[src/rtl/csv_field_tokenizer_core_defines.svh]
// assertion macros shared by the csv field tokenizer rtl
// depends on nothing; included by csvt_parse and csvt_out_buf
`ifndef CSV_FIELD_TOKENIZER_CORE_DEFINES_SVH
`define CSV_FIELD_TOKENIZER_CORE_DEFINES_SVH

// same-cycle implication, held off during reset
`define CSVT_ASSERT_NOW(label, clk, rst_n, ante, cons) \
    label: assert property (@(posedge clk) disable iff (!rst_n) (ante) |-> (cons)) \
        else $error("csvt assertion failed");

// next-cycle implication, held off during reset
`define CSVT_ASSERT_NEXT(label, clk, rst_n, ante, cons) \
    label: assert property (@(posedge clk) disable iff (!rst_n) (ante) |=> (cons)) \
        else $error("csvt assertion failed");

`endif

[src/rtl/csvt_pkg.sv]
// shared types and constants for the csv field tokenizer
// no dependencies; used by csvt_parse, csvt_out_buf and the top level
`default_nettype none

package csvt_pkg;

    // row and column limits
    localparam int MAX_COLUMNS = 64;
    localparam int MAX_LINE    = 1024;

    // field widths
    localparam int COL_W  = 7;
    localparam int CHAR_W = 8;
    localparam int LEN_W  = $clog2(MAX_LINE);

    // result queue geometry
    localparam int QDEPTH = 4;
    localparam int PTR_W  = $clog2(QDEPTH);
    localparam int CNT_W  = $clog2(QDEPTH + 1);

    // special bytes
    localparam logic [CHAR_W-1:0] CHAR_DQUOTE  = 8'h22;
    localparam logic [CHAR_W-1:0] CHAR_SQUOTE  = 8'h27;
    localparam logic [CHAR_W-1:0] CHAR_NEWLINE = 8'h0A;
    localparam logic [CHAR_W-1:0] CHAR_NUL     = 8'h00;

    // separator reset value
    localparam logic [CHAR_W-1:0] SEPARATOR_RESET = 8'h2C;

    // request opcodes
    localparam logic OP_BYTE = 1'b0;
    localparam logic OP_EOF  = 1'b1;

    typedef enum logic [1:0] {
        KIND_CONTENT = 2'd0,
        KIND_BREAK   = 2'd1,
        KIND_ROW_END = 2'd2
    } kind_t;

    typedef struct packed {
        kind_t               kind;
        logic [COL_W-1:0]    column_index;
        logic [CHAR_W-1:0]   out_char;
        logic [COL_W-1:0]    final_index;
        logic                last;
    } result_t;

    // up to two results produced by one request
    typedef struct packed {
        logic [1:0] count;
        result_t    res0;
        result_t    res1;
    } push_t;

    // row end result for a given column, capped at the column limit
    function automatic result_t row_end_result(input logic [COL_W-1:0] col);
        logic [COL_W-1:0] fin;
        result_t          r;
        fin = (col > COL_W'(MAX_COLUMNS)) ? COL_W'(MAX_COLUMNS) : col;
        r.kind         = KIND_ROW_END;
        r.column_index = fin;
        r.out_char     = '0;
        r.final_index  = fin;
        r.last         = 1'b1;
        return r;
    endfunction

endpackage

`default_nettype wire

[src/rtl/csvt_parse.sv]
// per-byte tokenizer state machine: quote, column, row length and skip tracking
// depends on csvt_pkg and csv_field_tokenizer_core_defines.svh
`default_nettype none

`include "csv_field_tokenizer_core_defines.svh"

module csvt_parse (
    input  wire logic                         clk,
    input  wire logic                         rst_n,
    input  wire logic                         accept,
    input  wire logic                         op,
    input  wire logic [csvt_pkg::CHAR_W-1:0]  in_byte,
    input  wire logic [csvt_pkg::CHAR_W-1:0]  separator,
    output csvt_pkg::push_t                   push
);

    logic                        quoted_reg, quoted_next;
    logic                        qsingle_reg, qsingle_next;
    logic [csvt_pkg::COL_W-1:0]  col_reg, col_next;
    logic [csvt_pkg::LEN_W-1:0]  len_reg, len_next;
    logic                        skip_reg, skip_next;

    csvt_pkg::result_t           data_res;
    logic                        data_vld;
    logic                        row_end;
    logic [csvt_pkg::LEN_W-1:0]  len_inc;
    logic [csvt_pkg::COL_W-1:0]  col_inc;
    logic [csvt_pkg::CHAR_W-1:0] close_quote;

    assign len_inc     = len_reg + 1'b1;
    assign col_inc     = col_reg + 1'b1;
    assign close_quote = qsingle_reg ? csvt_pkg::CHAR_SQUOTE : csvt_pkg::CHAR_DQUOTE;

    // next state and results for one request
    always_comb
    begin
        quoted_next  = quoted_reg;
        qsingle_next = qsingle_reg;
        col_next     = col_reg;
        len_next     = len_reg;
        skip_next    = skip_reg;
        data_vld     = 1'b0;
        row_end      = 1'b0;

        data_res.kind         = csvt_pkg::KIND_CONTENT;
        data_res.column_index = col_reg;
        data_res.out_char     = in_byte;
        data_res.final_index  = '0;
        data_res.last         = 1'b0;

        if (op == csvt_pkg::OP_EOF)
        begin
            row_end = (len_reg != '0);
        end
        else if (in_byte == csvt_pkg::CHAR_NEWLINE)
        begin
            row_end = 1'b1;
        end
        else
        begin
            if (!skip_reg)
            begin
                priority if (in_byte == csvt_pkg::CHAR_NUL)
                begin
                    skip_next = 1'b1;
                end
                else if (quoted_reg)
                begin
                    if (in_byte == close_quote)
                        quoted_next = 1'b0;
                    else
                        data_vld = 1'b1;
                end
                else if (in_byte == csvt_pkg::CHAR_DQUOTE ||
                         in_byte == csvt_pkg::CHAR_SQUOTE)
                begin
                    quoted_next  = 1'b1;
                    qsingle_next = (in_byte == csvt_pkg::CHAR_SQUOTE);
                end
                else if (in_byte == separator)
                begin
                    col_next              = col_inc;
                    data_vld              = 1'b1;
                    data_res.kind         = csvt_pkg::KIND_BREAK;
                    data_res.column_index = col_inc;
                    data_res.out_char     = '0;
                    if (col_inc >= csvt_pkg::COL_W'(csvt_pkg::MAX_COLUMNS))
                        skip_next = 1'b1;
                end
                else
                begin
                    data_vld = 1'b1;
                end
            end
            len_next = len_inc;
            row_end  = (len_inc >= csvt_pkg::LEN_W'(csvt_pkg::MAX_LINE - 1));
        end

        // row end clears the row state
        if (row_end)
        begin
            quoted_next  = 1'b0;
            qsingle_next = 1'b0;
            skip_next    = 1'b0;
            col_next     = '0;
            len_next     = '0;
        end

        // pack results, row end always last
        data_res.last = !row_end;
        push.res1     = csvt_pkg::row_end_result(col_next == '0 ? col_inc : col_next);
        if (data_vld)
        begin
            push.res0  = data_res;
            push.res1  = csvt_pkg::row_end_result(data_res.kind == csvt_pkg::KIND_BREAK ?
                                                  col_inc : col_reg);
            push.count = row_end ? 2'd2 : 2'd1;
        end
        else
        begin
            push.res0  = csvt_pkg::row_end_result(col_reg);
            push.count = row_end ? 2'd1 : 2'd0;
        end
        if (!accept)
            push.count = 2'd0;
    end

    // state registers
    always_ff @(posedge clk or negedge rst_n)
    begin
        if (!rst_n)
        begin
            quoted_reg  <= 1'b0;
            qsingle_reg <= 1'b0;
            col_reg     <= '0;
            len_reg     <= '0;
            skip_reg    <= 1'b0;
        end
        else if (accept)
        begin
            quoted_reg  <= quoted_next;
            qsingle_reg <= qsingle_next;
            col_reg     <= col_next;
            len_reg     <= len_next;
            skip_reg    <= skip_next;
        end
    end

    // row length never reaches the line limit between requests
    `CSVT_ASSERT_NOW(a_len_bound, clk, rst_n, 1'b1,
        len_reg < csvt_pkg::LEN_W'(csvt_pkg::MAX_LINE - 1))
    // column never passes the column limit
    `CSVT_ASSERT_NOW(a_col_bound, clk, rst_n, 1'b1,
        col_reg <= csvt_pkg::COL_W'(csvt_pkg::MAX_COLUMNS))
    // a row end pushed clears the row state
    `CSVT_ASSERT_NEXT(a_row_clear, clk, rst_n,
        accept && push.count != 2'd0 &&
        ((push.count == 2'd1 && push.res0.kind == csvt_pkg::KIND_ROW_END) ||
         push.count == 2'd2),
        col_reg == '0 && len_reg == '0 && !quoted_reg && !skip_reg)

endmodule

`default_nettype wire

[src/rtl/csvt_out_buf.sv]
// four-entry result queue: up to two in per cycle, one out per cycle on out_ready
// depends on csvt_pkg and csv_field_tokenizer_core_defines.svh
`default_nettype none

`include "csv_field_tokenizer_core_defines.svh"

module csvt_out_buf (
    input  wire logic               clk,
    input  wire logic               rst_n,
    input  wire csvt_pkg::push_t    push,
    output logic                    space,
    output logic                    out_valid,
    input  wire logic               out_ready,
    output csvt_pkg::result_t       out_res
);

    csvt_pkg::result_t                q_reg [csvt_pkg::QDEPTH];
    logic [csvt_pkg::PTR_W-1:0]       head_reg, head_next;
    logic [csvt_pkg::PTR_W-1:0]       tail_reg, tail_next;
    logic [csvt_pkg::CNT_W-1:0]       count_reg, count_next;
    logic [csvt_pkg::PTR_W-1:0]       tail_plus1;
    logic                             pop;

    // room for two more results
    assign space      = (count_reg <= csvt_pkg::CNT_W'(csvt_pkg::QDEPTH - 2));
    assign out_valid  = (count_reg != '0);
    assign out_res    = q_reg[head_reg];
    assign pop        = out_valid && out_ready;
    assign tail_plus1 = tail_reg + 1'b1;

    // pointer and fill update
    always_comb
    begin
        head_next  = head_reg + csvt_pkg::PTR_W'(pop);
        tail_next  = tail_reg + csvt_pkg::PTR_W'(push.count);
        count_next = count_reg + csvt_pkg::CNT_W'(push.count) - csvt_pkg::CNT_W'(pop);
    end

    always_ff @(posedge clk or negedge rst_n)
    begin
        if (!rst_n)
        begin
            head_reg  <= '0;
            tail_reg  <= '0;
            count_reg <= '0;
        end
        else
        begin
            head_reg  <= head_next;
            tail_reg  <= tail_next;
            count_reg <= count_next;
        end
    end

    // result storage
    always_ff @(posedge clk)
    begin
        if (push.count != 2'd0)
            q_reg[tail_reg] <= push.res0;
        if (push.count == 2'd2)
            q_reg[tail_plus1] <= push.res1;
    end

    // fill never exceeds the depth
    `CSVT_ASSERT_NOW(a_fill_bound, clk, rst_n, 1'b1,
        count_reg <= csvt_pkg::CNT_W'(csvt_pkg::QDEPTH))
    // results only arrive when room was advertised
    `CSVT_ASSERT_NOW(a_push_room, clk, rst_n, push.count != 2'd0, space)
    // pointers stay consistent with the fill count
    `CSVT_ASSERT_NOW(a_ptr_fill, clk, rst_n, count_reg != csvt_pkg::CNT_W'(csvt_pkg::QDEPTH),
        csvt_pkg::PTR_W'(tail_reg - head_reg) == csvt_pkg::PTR_W'(count_reg))

endmodule

`default_nettype wire

[src/rtl/csv_field_tokenizer_core.sv]
// top level of the csv field tokenizer: separator register, tokenizer, result queue
// depends on csvt_pkg, csvt_parse and csvt_out_buf
`default_nettype none

// Splits a byte stream into rows and columns, one request (a byte or an end of
// file) per clock. Each request is decoded in the same cycle it is accepted and its
// results (none, one, or two when a byte also hits the line length limit) go into a
// four-entry result queue; in_ready stays high while the queue holds two results or
// fewer, so with a consumer that takes a result every cycle the block sustains one
// request per cycle. A request yielding two results sends them in turn to the
// single output port. Quote characters are dropped, a separator inside quotes is
// data, a row end reports the capped final column. The user must write the
// separator through cfg_write_en/cfg_write_data only while idle (not enforced).
module csv_field_tokenizer_core (
    input  wire logic        clk,
    input  wire logic        rst_n,
    input  wire logic        cfg_write_en,
    input  wire logic [7:0]  cfg_write_data,
    input  wire logic        in_valid,
    output logic             in_ready,
    input  wire logic        op,
    input  wire logic [7:0]  in_byte,
    output logic             out_valid,
    input  wire logic        out_ready,
    output logic [1:0]       kind,
    output logic [6:0]       column_index,
    output logic [7:0]       out_char,
    output logic [6:0]       final_index,
    output logic             last
);

    logic [csvt_pkg::CHAR_W-1:0] separator_reg;
    logic                        accept;
    csvt_pkg::push_t             push;
    csvt_pkg::result_t           res;

    assign accept = in_valid && in_ready;

    // separator register
    always_ff @(posedge clk or negedge rst_n)
    begin
        if (!rst_n)
            separator_reg <= csvt_pkg::SEPARATOR_RESET;
        else if (cfg_write_en)
            separator_reg <= cfg_write_data;
    end

    // tokenizer state and decode
    csvt_parse u_parse (
        .clk       (clk),
        .rst_n     (rst_n),
        .accept    (accept),
        .op        (op),
        .in_byte   (in_byte),
        .separator (separator_reg),
        .push      (push)
    );

    // result queue
    csvt_out_buf u_out_buf (
        .clk       (clk),
        .rst_n     (rst_n),
        .push      (push),
        .space     (in_ready),
        .out_valid (out_valid),
        .out_ready (out_ready),
        .out_res   (res)
    );

    // result fields
    assign kind         = res.kind;
    assign column_index = res.column_index;
    assign out_char     = res.out_char;
    assign final_index  = res.final_index;
    assign last         = res.last;

endmodule

`default_nettype wire
[config.mk]
export PLATFORM = sky130hd
export DESIGN_NAME = csv_field_tokenizer_core
export DESIGN_NICKNAME = d
export VERILOG_FILES = /design/src/rtl/csvt_pkg.sv /design/src/rtl/csvt_parse.sv /design/src/rtl/csvt_out_buf.sv /design/src/rtl/csv_field_tokenizer_core.sv
export VERILOG_INCLUDE_DIRS = /design/src /design/src/rtl
export SDC_FILE = /design/constraint.sdc
export NUM_CORES = 1
export LEC_CHECK = 0
export ABC_AREA = 1
export BUFFER_PORTS_ARGS = -buffer_cell sky130_fd_sc_hd__buf_2
export CAP_MARGIN = 20
export CORE_UTILIZATION = 50
export DETAILED_ROUTE_END_ITERATION = 7
export HOLD_SLACK_MARGIN = 0.05
export PLACE_DENSITY_LB_ADDON = 0.05
export SLEW_MARGIN = 15
export SYNTH_ARGS = -nofsm -noshare
export SYNTH_HDL_FRONTEND = slang
export SYNTH_SLANG_ARGS = --single-unit
[constraint.sdc]
create_clock -name clk -period 9.45 [get_ports clk]
set_clock_uncertainty 0.05 [all_clocks]
set_input_delay 0.4725 -clock clk [delete_from_list [all_inputs] [get_ports clk]]
set_output_delay 0.4725 -clock clk [all_outputs]
set_load 0.01 [all_outputs]
Word-level counts from Yosys, hierarchy flattened
Memories as Yosys holds them, arrays and structs flattened.
Cells that the tools add are included.
- eq/ne operators: 12
- add/sub/neg operators: 7
- reductions and logical operators: 13
- order comparisons: 6
- multiplexer cells: 65
- operators by type and width (operator ; number):
    $mux W17 ; 6
    $mux W7 ; 13
    $mux W1 ; 37
    $mux W10 ; 3
    $mux W27 ; 1
    $mux W23 ; 1
    $gt A7 B7 Y1 const B ; 3
    $eq A8 B6 Y1 const B ; 2
    $eq A8 B8 Y1 ; 2
    $mux W16 ; 1
    $add A10 B1 Y10 const B ; 1
    $ge A10 B10 Y1 const B ; 1
    $reduce_bool A10 Y1 ; 1
    $eq A8 B4 Y1 const B ; 1
    $logic_not A8 Y1 ; 1
    $add A7 B1 Y7 const B ; 1
    $ge A7 B7 Y1 const B ; 1
    $logic_not A7 Y1 ; 1
    $reduce_and A7 Y1 ; 1
    $ne A2 B1 Y1 const B ; 3
    $reduce_and A5 Y1 ; 1
    $mux W2 ; 2
    $ne A2 B2 Y1 const B ; 2
    $reduce_bool A2 Y1 ; 2
    14 further kinds ; 15
- word-level logic and storage cells: 113
- bits in writable memories: 100
- output and inout bits: 27
- register bits after elaboration: 35
- input bits: 22
- memories: 1
- memory list (memory ; depth ; width ; rd ports ; clocked after memory_dff ; wr ports ; line ; source):
    u_out_buf.q_reg ; 4 ; 25 ; 1 ; 0 ; 2 ; csvt_out_buf.sv:17 ; csvt_pkg::result_t q_reg [csvt_pkg::QDEPTH];

Logic depth before layout (Yosys ltp)
Gate-level depths: netlist of the first run.
- depth after elaboration: 14
- gate-level depth with buffers: 21
- gate-level depth less buffers: 21

Hierarchy
From an unflattened synthesis of the first run, not the netlist that was laid out.
- cells, all modules: 997
- area, all modules: 8182.8 µm²
- by module, submodules not included (module ; area an instance (µm²) ; cells an instance ; seq. area each (µm²) ; instances):
    csvt_out_buf ; 5595.4 ; 568 ; 3178.0 ; 1
    csvt_parse ; 2270.9 ; 393 ; 500.5 ; 1
    csv_field_tokenizer_core ; 316.6 ; 36 ; 203.9 ; 1

Least setup slack after synthesis of the first run
Ideal clock, no wire load.
- path type: in2reg
- start point: in in_byte[7]
- end point: mem u_out_buf.q_reg[0][16] (netlist bit) (enable)
- setup slack: 5.929 ns
- stages: 17
- data arrival time: 3.110 ns
- buffers on the path: 2
- library setup time: 0.361 ns
- required time: 9.039 ns
- path through: inv_2 nand2_1 nor2_1 nand2_1 nand2_1 nand2_1 nand4_1 inv_1 clkbuf_1 buf_1 ha_1 inv_1 nor2_1 inv_1 nor3_2 nor2_1 inv_1
- RTL lines (element ; line ; source):
    start, declared ; csv_field_tokenizer_core.sv:22 ; input wire logic [7:0] in_byte,
    end, declared ; csvt_out_buf.sv:17 ;

==> impl_metrics.json, run 1 <==
{
  "status": "finished clean",
  "crit_cells": 16,
  "ios": 49,
  "place_ws_ns": 4.25,
  "clockBufferDepth": 2,
  "rrSetupSlack_ns": 4.51,
  "gp_congestion": 0.968,
  "antenna_found_initial": 0,
  "synth.top_cell.area_share": 0.234,
  "syn_inst": 937,
  "cp-start-kind": "flip-flop",
  "avgRoutedWirePerCell_um": 16.2,
  "netlist_area_um2": 7180,
  "cts_tree": "done",
  "drive_gt1_frac": 0.139,
  "r2r-start": "u_parse.skip_reg",
  "wirelength_mm": 19.0,
  "yosys_warnings": 0,
  "synth_edf_count": 56,
  "syn-num-nets": 971,
  "fin_cells": 1171,
  "critical_path.endpoint_type": "flip-flop",
  "final-hold-violation-count": 0,
  "post-route-util": 0.587,
  "crit_required_ns": 9.67,
  "fmax_ghz": 0.202,
  "drc": 0,
  "clock_latency_ns": 0.42,
  "synth_xor_area_frac": 0.00854,
  "viasPerCell": 5.38,
  "gr-total-overflow": 0,
  "endpoint": "u_out_buf.q_reg[2][24]",
  "synth_area_leaders": "edfxtp_1, nand2_1, dfxtp_1, dfrtp_1, o21ai_0",
  "crit_type": "reg2reg",
  "layout_min_cycle_time_ns": 4.94,
  "pwr-share-seq": 0.333,
  "start_util": 0.515,
  "yosysSeqAreaShare": 0.480,
  "worstPathCellList": "inv_1 -> o21ai_1 -> inv_1 -> nand4_1 -> inv_1 -> ha_1 -> inv_1 -> nor2_1 -> nor2_1 -> inv_1 -> nand2_1 -> inv_1 -> nor2_1 -> inv_1 -> nor2_1 -> a21oi_1",
  "vias": 6298,
  "synth-simple-area-share": 0.280,
  "pwr-share-clk": 0.263,
  "cts_resized": 0,
  "p_leak_nw": 3.74,
  "ctsHoldBuffers": 0,
  "clk_pin_slew_ns": 0.06,
  "max-slew-margin-rel": 0.412,
  "critPathTopFamily": "buffers and inverters",
  "power_mw": 2.63,
  "antenna_cells": 0,
  "cts_buffers": 17,
  "synthMuxAreaShare": 0.00296,
  "rows": 43,
  "rsz0062_at_grt": "false",
  "nets": 1012,
  "synth_compound_area_frac": 0.142,
  "cts_sinks": 135,
  "drtAntennaViolNets": 0,
  "ys.flop_type": "edfxtp_1",
  "switchingPower_mw": 1.08,
  "track_usage": 0.275,
  "synth.most_common_cell": "nand2_1",
  "finalSetupViolCount": 0,
  "area_delta_synth_final_pct": 14.1,
  "hold_slack_ns": 0.107,
  "synthAdderAreaFrac": 0.0220,
  "powerDensity_nw_per_um2": 321,
  "dr.pass1.iters": 5,
  "final_area_um2": 8190,
  "cpPeakStageDelay_ns": 0.83,
  "die-area_um2": 14800,
  "cpMostUsedCell": "inv_1",
  "cts_htree_levels": 4,
  "grt_max_degree": 52,
  "synth-async-reset-ratio": 0.259,
  "cpMaxStageDelayCell": "inv_1",
  "grt_pass1_wl_mm": 31.0,
  "synth_top_family_by_area": "simple AND/OR/NAND/NOR gates",
  "yosysTopAreaCell": "edfxtp_1",
  "nFillCells": 1293,
  "crit_arrival_ns": 5.16,
  "hpwl_mm": 13.5,
  "grt_pass1_vias": 5881,
  "syn_avg_cell_area_um2": 7.66,
  "place_inst": 1139,
  "buffer_ports.inserted": 48,
  "post-route-period-util": 0.523,
  "swShare": 0.411,
  "drv_cap": 0,
  "startpoint": "u_parse.skip_reg",
  "worst_pin_slew_ns": 0.881,
  "slew_viol_final": 0,
  "dpl_cell_area_um2": 7560,
  "worstPathMaxFanout": 29,
  "irDropWorstVdd_uv": 169,
  "synth_cell_types": 43,
  "synth-seq-cells": 135,
  "hp-class": "in2async",
  "power_frac_comb": 0.404,
  "postCtsSetupBuffers": 0,
  "p_int_mw": 1.55,
  "drtIter0Drc": 585,
  "crit_buf_inv": 7,
  "fin_tns_setup_ns": 0,
  "r2r_end": "u_out_buf.q_reg[2][24]",
  "cts_root_buf": "clkbuf_16",
  "largest_reg_flops": 100,
  "synthTopCellsByCount": "nand2_1, o21ai_0, nor2_1",
  "die_h_um": 122,
  "layout_setup_ws_ns": 4.51,
  "die_x_um": 122,
  "core_area_um2": 13900,
  "worstRegToRegCells": 16
}
## layer usage
metal | share of wire | up-vias | track usage
li1 | - | 3179 | -
met1 | 0.48 | 2925 | 0.399
met2 | 0.44 | 173 | 0.418
met3 | 0.056 | 21 | 0.0459
met4 | 0.016 | 0 | 0.0826
met5 | 0 | - | 0
## worst min-delay path by stage
| stage | startpoint | endpoint | depth (start not counted) |
|---|---|---|---|
| floorplan | rst_n | separator_reg[0] | 0 |
| CTS | rst_n | separator_reg[4] | 1 |
| global placement | u_out_buf.q_reg[2][23] | u_out_buf.q_reg[2][23] | 2 |
| detailed placement | u_out_buf.q_reg[1][23] | u_out_buf.q_reg[1][23] | 2 |
| global route | rst_n | separator_reg[4] | 1 |
| finish | rst_n | separator_reg[4] | 1 |
## power by group through the flow
stage	Sequential [mW]	Combinational [mW]	Clock (mW)
after global routing	0.893	1.20	0.723
after detailed placement	0.881	1.06	0
after global placement	0.882	1.05	0
after CTS	0.872	1.06	0.697
after floorplan	0.852	0.747	0
final	0.875	1.06	0.690
## layout make-up
class	instances	area, µm²	share of cell area
Sequential cell	135	3440	0.421
Multi-Input combinational cell	679	3270	0.399
Clock buffer	22	529	0.0647
Inverter	93	350	0.0428
Timing Repair Buffer	52	270	0.0330
Tap cell	180	225	0.0275
Clock inverter	10	98.8	0.0121
## cells by family (layout without fill, tap and decap cells)
logic type | Yosys count | count (layout)
fa+ha+maj | 12 | 12
buf+inv | 123 | 177
simple gates | 474 | 474
xor+xnor | 7 | 7
mux | 2 | 2
flops | 135 | 135
compound gates | 184 | 184
## cell usage in the layout, fill, tap and decap left out, types with 6 or more instances in the layout
| cell | instances |
|---|---|
| nand2_1 | 278 |
| o21ai_0 | 122 |
| nor2_1 | 114 |
| inv_1 | 72 |
| edfxtp_1 | 56 |
| buf_2 | 48 |
| dfxtp_1 | 44 |
| dfrtp_1 | 32 |
| o22ai_1 | 30 |
| nand3_1 | 26 |
| clkbuf_16 | 21 |
| nand4_1 | 19 |
| a21oi_1 | 15 |
| nand2_2 | 15 |
| inv_2 | 12 |
| ha_1 | 11 |
| clkinv_1 | 8 |
| nor3_1 | 7 |
| xor2_1 | 6 |
| o21ai_2 | 6 |
(Power assumes the default switching activity.)
==> run 2: changes to the inputs <==
==> constraint.sdc (replaced) <==
create_clock -name clk -period 4.1 [get_ports clk]
set_clock_uncertainty 0.05 [all_clocks]
set_input_delay 0.205 -clock clk [delete_from_list [all_inputs] [get_ports clk]]
set_output_delay 0.205 -clock clk [all_outputs]
set_load 0.01 [all_outputs]
==> impl_metrics.json, run 2 (synthesized netlist as in run 1, its figures left out) <==
{
  "layout_commonest_cell": "nand2_1",
  "layout_min_cycle_time_ns": 3.69,
  "gp_congestion": 0.914,
  "wirelength_mm": 19.4,
  "avgRoutedWirePerCell_um": 16.2,
  "postCtsSetupBuffers": 0,
  "viasPerCell": 5.38,
  "largest_reg_flops": 100,
  "antenna_found_initial": 0,
  "cpPeakStageDelay_ns": 0.52,
  "area_delta_synth_final_pct": 17.6,
  "buffer_ports.inserted": 48,
  "drtIter0Drc": 635,
  "worstPathMaxFanout": 16,
  "grt_pass1_wl_mm": 31.6,
  "fin_tns_setup_ns": 0,
  "rsz0062_at_grt": "false",
  "critical_path.endpoint_type": "flip-flop",
  "clock_latency_ns": 0.42,
  "drc": 0,
  "vias": 6454,
  "fmax_ghz": 0.271,
  "crit_buf_inv": 7,
  "drive_gt1_frac": 0.155,
  "hpwl_mm": 13.7,
  "clk_pin_slew_ns": 0.06,
  "rows": 43,
  "final-hold-violation-count": 0,
  "clockBufferDepth": 2,
  "dr.pass1.iters": 5,
  "cts_tree": "done",
  "p_leak_nw": 3.87,
  "drtAntennaViolNets": 0,
  "cts_sinks": 135,
  "cts_htree_levels": 4,
  "post-route-period-util": 0.899,
  "post-route-util": 0.606,
  "track_usage": 0.282,
  "drv_cap": 0,
  "max-slew-margin-rel": 0.341,
  "worstPathCellList": "ha_1 -> nand2_1 -> inv_1 -> nor2_1 -> inv_1 -> nor3_1 -> nand3_1 -> o21ai_2 -> nand2_4 -> clkinv_2 -> ha_1 -> inv_1 -> nor2_1 -> inv_1 -> nor2_1 -> nand2_1 -> clkinv_1 -> nor2_1 -> inv_1",
  "antenna_cells": 0,
  "status": "finished clean",
  "crit_required_ns": 4.11,
  "powerDensity_nw_per_um2": 726,
  "gr-total-overflow": 0,
  "core_area_um2": 13900,
  "grt_pass1_vias": 6093,
  "hp-class": "in2reg",
  "cp-start-kind": "flip-flop",
  "ios": 49,
  "mostFrequentLayoutCells": "nand2_1, o21ai_0, nor2_1",
  "crit_type": "reg2reg",
  "finalSetupViolCount": 0,
  "grt_max_degree": 52,
  "cts_buffers": 17,
  "worst_pin_slew_ns": 0.988,
  "nets": 1040,
  "irDropWorstVdd_uv": 789,
  "crit_arrival_ns": 3.69,
  "cpMaxStageDelayCell": "inv_1",
  "slew_viol_final": 0,
  "critPathTopFamily": "simple AND/OR/NAND/NOR gates",
  "cpMostUsedCell": "inv_1",
  "start_util": 0.515,
  "die-area_um2": 14800,
  "cts_root_buf": "clkbuf_16",
  "die_x_um": 122,
  "die_h_um": 122
}
-- run 2: final timing paths --
path	startpoint	endpoint	slack, ns	depth (start not counted)
worst max-delay path	u_parse.len_reg[0]	u_out_buf.q_reg[2][17]	0.41	19
worst min-delay path	cfg_write_en	separator_reg[5]	0.08	3
worst max register to register	u_parse.len_reg[0]	u_out_buf.q_reg[2][17]	0.41	19
worst min register to register	u_out_buf.q_reg[2][8]	u_out_buf.q_reg[2][8]	0.40	2
max in group asynchronous	rst_n	u_out_buf.count_reg[1]	3.11	2
min in group asynchronous	rst_n	u_parse.len_reg[1]	0.37	2
-- run 2: what timing repair did --
item | in CTS | in global routing
hold buffers | 11 | 0
hold endpoints to repair | 40 | 0
endpoints found under the setup margin | 0 | 14
gates resized for setup | 0 | 2
-- run 2: metal layers --
| layer | GRT usage | part of all wire | vias to the layer above | routed length (µm) |
|---|---|---|---|---|
| met1 | 0.388 | 0.47 | 3013 | 9140 |
| met3 | 0.0581 | 0.052 | 34 | 1020 |
| li1 | - | - | 3221 | - |
| met4 | 0.0988 | 0.020 | 0 | 396 |
| met2 | 0.441 | 0.46 | 186 | 8840 |
| met5 | 0 | 0 | - | 0 |
-- run 2: layout make-up --
type | instances | area, µm²
Sequential cell | 135 | 3440
Clock buffer | 23 | 542
Inverter | 93 | 354
Multi-Input combinational cell | 679 | 3270
Tap cell | 180 | 225
Timing Repair Buffer | 80 | 508
Clock inverter | 9 | 95.1
Fill cell | 1242 | 5500
-- run 2: power breakdown --
| part | internal, mW | switching, mW | total (mW) |
|---|---|---|---|
| clock network | 1.00 | 0.615 | 1.62 |
| registers | 1.77 | 0.219 | 1.99 |
| logic | 0.840 | 1.68 | 2.52 |
-- run 2: per-stage QoR --
stage | instances | setup WS, ns | instance area, µm² | total power, mW | hold WS [ns]
floorplan | 937 | 0.665 | 7180 | 3.68 | -0.141
global placement | 1156 | 0.415 | 7680 | 4.49 | 0.289
detailed placement | 1156 | 0.320 | 7680 | 4.50 | 0.294
CTS | 1199 | 0.298 | 8430 | 6.14 | 0.0670
global route | 1199 | 0.0173 | 8440 | 6.56 | 0.100
finish | 1199 | 0.414 | 8440 | 6.13 | 0.0822
-- run 2: tightest hold or removal path, cell delays in order --
cell and delay [ns]:
buf_2 0.18, nand2_1 0.08, o21ai_0 0.08
